**config.mk**
```make
export PLATFORM = sky130hd
export DESIGN_NAME = nljmc_ctrl
export DESIGN_NICKNAME = d
export VERILOG_FILES = /design/src/rtl/core/nljmc_pkg.sv /design/src/rtl/core/nljmc_ctrl.sv
export SDC_FILE = /design/constraint.sdc
export NUM_CORES = 1
export LEC_CHECK = 0
export ABC_AREA = 0
export BUFFER_PORTS_ARGS = -buffer_cell sky130_fd_sc_hd__buf_2
export CORE_AREA = 2 2 39 41
export CTS_CLUSTER_DIAMETER = 80
export DETAILED_ROUTE_END_ITERATION = 8
export DIE_AREA = 0 0 41 43
export HOLD_SLACK_MARGIN = 0.12
export RECOVER_POWER = 50
export SYNTH_ARGS = -nofsm -noshare
export SYNTH_HDL_FRONTEND = slang
export SYNTH_SLANG_ARGS = --single-unit
```
**constraint.sdc**
```tcl
create_clock -name clk_i -period 3.7 [get_ports clk_i]
set_clock_uncertainty 0.05 [all_clocks]
set_input_delay 0.74 -clock clk_i [delete_from_list [all_inputs] [get_ports clk_i]]
set_output_delay 0.74 -clock clk_i [all_outputs]
set_load 0.01 [all_outputs]
```
**src/rtl/core/nljmc_pkg.sv**
```systemverilog
package nljmc_pkg;

  // default sizing
  localparam int unsigned DEF_MAX_R_TUPLES = 1024;
  localparam int unsigned DEF_MAX_S_TUPLES = 1024;
  localparam int unsigned DEF_KEY_BITS     = 32;

  // fixed field widths
  localparam int unsigned KIND_W   = 2;
  localparam int unsigned IN_KEY_W = 32;
  localparam int unsigned COUNT_W  = 21;

  // item kinds
  localparam logic [KIND_W-1:0] KIND_LOAD_R = 2'd0;
  localparam logic [KIND_W-1:0] KIND_LOAD_S = 2'd1;
  localparam logic [KIND_W-1:0] KIND_RUN    = 2'd2;

  // controller to datapath
  typedef struct packed {
    logic load_r;
    logic load_s;
    logic run_start;
    logic scan_step;
    logic post;
  } cmd_t;

  // datapath to controller
  typedef struct packed {
    logic empty;
    logic last_pair;
    logic out_free;
  } sts_t;

endpackage

```
**src/rtl/core/nljmc_ctrl.sv**
```systemverilog
module nljmc_ctrl import nljmc_pkg::*; (
  input  logic              clk_i,
  input  logic              rst_ni,
  input  logic              in_valid_i,
  input  logic [KIND_W-1:0] in_kind_i,
  output logic              in_ready_o,
  input  sts_t              sts_i,
  output cmd_t              cmd_o
);

  localparam logic [1:0] ST_IDLE  = 2'd0;
  localparam logic [1:0] ST_SCAN  = 2'd1;
  localparam logic [1:0] ST_DRAIN = 2'd2;
  localparam logic [1:0] ST_POST  = 2'd3;

  logic [1:0] state_q, state_d;
  logic       in_fire;

  assign in_ready_o = (state_q == ST_IDLE);
  assign in_fire    = in_valid_i & in_ready_o;

  always_comb begin
    cmd_o   = '0;
    state_d = state_q;
    unique case (state_q)
      ST_IDLE: begin
        if (in_fire) begin
          unique case (in_kind_i)
            KIND_LOAD_R: cmd_o.load_r = 1'b1;
            KIND_LOAD_S: cmd_o.load_s = 1'b1;
            KIND_RUN: begin
              cmd_o.run_start = 1'b1;
              state_d = sts_i.empty ? ST_POST : ST_SCAN;
            end
            default: ;
          endcase
        end
      end
      ST_SCAN: begin
        cmd_o.scan_step = 1'b1;
        if (sts_i.last_pair) state_d = ST_DRAIN;
      end
      ST_DRAIN: state_d = ST_POST;
      ST_POST: begin
        if (sts_i.out_free) begin
          cmd_o.post = 1'b1;
          state_d    = ST_IDLE;
        end
      end
      default: state_d = ST_IDLE;
    endcase
  end

  always_ff @(posedge clk_i or negedge rst_ni) begin
    if (!rst_ni) begin
      state_q <= ST_IDLE;
    end else begin
      state_q <= state_d;
    end
  end

endmodule

```
==> results.md <==
- Vias in the first global route: 226
- Proportion of power drawn by the clock network: between 20% and 30%
- IO buf count: 13
- CP max stage cell: dfrtp_1
- Max-slew violations: 0
- First-pass GRT wire length: 821 µm
- Total wire length: 527 µm
- Clock root buffer: clkbuf_4
- Post-cts sizing count: 0
- Pin count of the biggest net entering global routing: 7
- Number of flip-flops under the largest register name: 2
- PD cells: 692 mW/mm²
- Crit share post-route: approximately 62%
- Synth Flop Type: dfrtp_1
- Top flop regs: state_q x2
- Leak Pwr: around 0.00018 µW
- Setup TNS Final: 0 ps
- Net Switching: around 95 µW
- Final Hold Vio Count: 0
- Placement Cell Area: between 300 and 400 µm²
- #FFs+latches synth: 2
- Area of the core: between 0.001 and 0.0015 mm²
- Ant diodes: 0
- Grt ovf: 0
- Die area: ~0.0018 mm²
- Die Span Y: between 40 and 50 µm
- Crit Path Class: reg2out
- Max-Cap Viols: 0
- Cells after Synth: 25
- Sw Share: 40.6%
- Worst Hold Class: in2async
- Antenna violations before repair: 0
- VDD IR max: ~230 µV
- DRT Pass-1 Iters: 2
- Vias: between 200 and 250
- CP Data Required Time: just under 3000 ps
- Gpl congestion: approximately 0.67
- Syn_nets: 38
- Clock tree sinks: 2
- Largest Register: state_q
- CTS Buf Count: 3
- ANT nets after route: 0
- H-tree depth: 1
- Vias per cell: approximately 3.9
- Seq pwr share: a little under 20%
- Netlist cell types: 15
- RSZ-0062 raised after global routing: no
- Pint: about 140 µW
- Count of final setup violators: 0
- DRT iter0 DRCs: 1
- Tot GR Track Use: 7.65%
- Synthesis Warnings: 0
- Post-synth EDFFs: 0
- Leading area contributor after synthesis: ha_1
- Combinational power share: 59.4%
- Post-route minimum period: around 2300 ps
- Number of setup buffers added after CTS: 0
- DRC: 0
- Setup WS post-layout: 1400 ps
- Initial core utilization: a little under a fifth
- Top-count cell post-synth: ha_1
- Worst-Margin Slew: 618 ps
- Cell Area, Synth: 250 µm²
- Setup crit end kind: primary output
- I/O pin count: 14
- Share of layout cells above drive strength 1: about 40%
- CTS Hold Bufs: 0
- Clock latency on the worst-skew pair: ~220 ps
- Pre-CTS setup slack: between 1500 and 2000 ps
- Crit path launch type: flip-flop
- Drt wl/cell: between 9 and 10 µm
- Critical path, cell by cell: inv_1, ha_1, nand3_1, nor3b_1, buf_2
- Status: completed
- Max FO, Critical Path: 6
- Tot Pwr: between 200 and 250 µW
- Row cnt: 14
- CTS tree: done
- Layout Nets: 56
- Fmax: 434 MHz
- Post-DP HPWL: 437 µm
- Synth area leaders: ha_1, dfrtp_1, a2111oi_4
- CTS Buffer Depth: 2
- Post-synthesis async set-or-reset flop share: between 90% and 100%
- Synth Area per Inst: between 10 and 15 µm²
- Max stage delay on crit path: around 400 ps
- Slew margin rel.: between 50 and 60%
- Synth top area share: 25.0%
- Register area share after synthesis: 20.0%
- Worst Path Arrival: 1510 ps
- Clock slew at reported path FFs: 30 ps
- Die extent in x: 41 µm
- Fin area: 337 µm²
- Area Overhead vs Synth: 34.5%
==> cells by family after synthesis <==
| group | after synthesis | synth area share (%) |
|---|---|---|
| simple gates | 12 | 31.5 |
| buf+inv | 2 | 3.00 |
| compound gates | 4 | 20.5 |
| flops | 2 | 20.0 |
| fa+ha+maj | 5 | 25.0 |
==> power groups by stage <==
stage	combinational, µW	sequential (µW)	clock, µW
after floorplan	125	44.3	0
after global placement	159	46.5	0
after detailed placement	162	46.9	0
after CTS	163	46.6	52.9
after global routing	157	47.9	57.7
final	138	46.2	48.3
==> routing by layer <==
layer / vias up / wire length, µm / track usage, %
met2: 11 / 236 / 9.38
li1: 119 / - / -
met4: 0 / 0 / 10.0
met1: 92 / 242 / 8.09
met5: - / 0 / 0
met3: 0 / 48 / 3.14
==> per-stage QoR <==
| step | utilization [%] | std cells | hold WS (ps) |
|---|---|---|---|
| 6_report | 24.3 | 57 | 242 |
| 5_1_grt | 24.3 | 57 | 229 |
| 4_1_cts | 25.9 | 57 | 231 |
| 3_5_place_dp | 24.2 | 54 | 476 |
| 3_3_place_gp | 24.2 | 54 | 474 |
| 2_1_floorplan | - | 25 | 394 |
==> final cells by class <==
class | instances | area (µm²)
Inverter | 2 | 7.51
Clock buffer | 3 | 22.5
Timing Repair Buffer | 13 | 62.6
Multi-Input combinational cell | 21 | 174
Fill cell | 148 | 1050
Tap cell | 16 | 20.0
Sequential cell | 2 | 50.0
==> placed cells by master, fill, tap and decap left out <==
| master | synthesis | layout |
|---|---|---|
| buf_2 | 0 | 11 |
| ha_1 | 5 | 5 |
| clkbuf_4 | 0 | 3 |
| inv_1 | 2 | 2 |
| nor2_1 | 2 | 2 |
| nor3_1 | 2 | 2 |
| nor2b_1 | 2 | 2 |
| a2bb2oi_1 | 2 | 2 |
| clkbuf_1 | 0 | 2 |
| dfrtp_1 | 2 | 2 |
| nand3_1 | 1 | 1 |
| nand2b_4 | 1 | 1 |
| nor3b_1 | 1 | 1 |
| and2_1 | 1 | 1 |
| and2b_4 | 1 | 1 |
| a2111oi_0 | 0 | 1 |
| nand2b_1 | 1 | 1 |
| o22ai_1 | 1 | 1 |
==> path summary, 6_finish.rpt <==
check | start | end | slack [ps] | cells after the start
max in group asynchronous | rst_ni | state_q[1]$_DFFE_PN0P_ | 3240 | 1
min in group clk_i | state_q[0]$_DFFE_PN0P_ | state_q[0]$_DFFE_PN0P_ | 550 | 1
min reg2reg | state_q[0]$_DFFE_PN0P_ | state_q[0]$_DFFE_PN0P_ | 550 | 1
min | rst_ni | state_q[0]$_DFFE_PN0P_ | 240 | 1
max reg2reg | state_q[0]$_DFFE_PN0P_ | state_q[1]$_DFFE_PN0P_ | 1920 | 5
max | state_q[0]$_DFFE_PN0P_ | cmd_o[3] | 1400 | 5
==> critical path, delay by kind of cell, from the launching register on <==
| family | cells | cell delay, ps |
|---|---|---|
| adders and majority gates | 1 | 270 |
| DFF | 1 | 400 |
| and+or+nand+nor | 2 | 350 |
| buffers and inverters | 2 | 270 |
No activity file was read; power rests on OpenSTA's default activity.
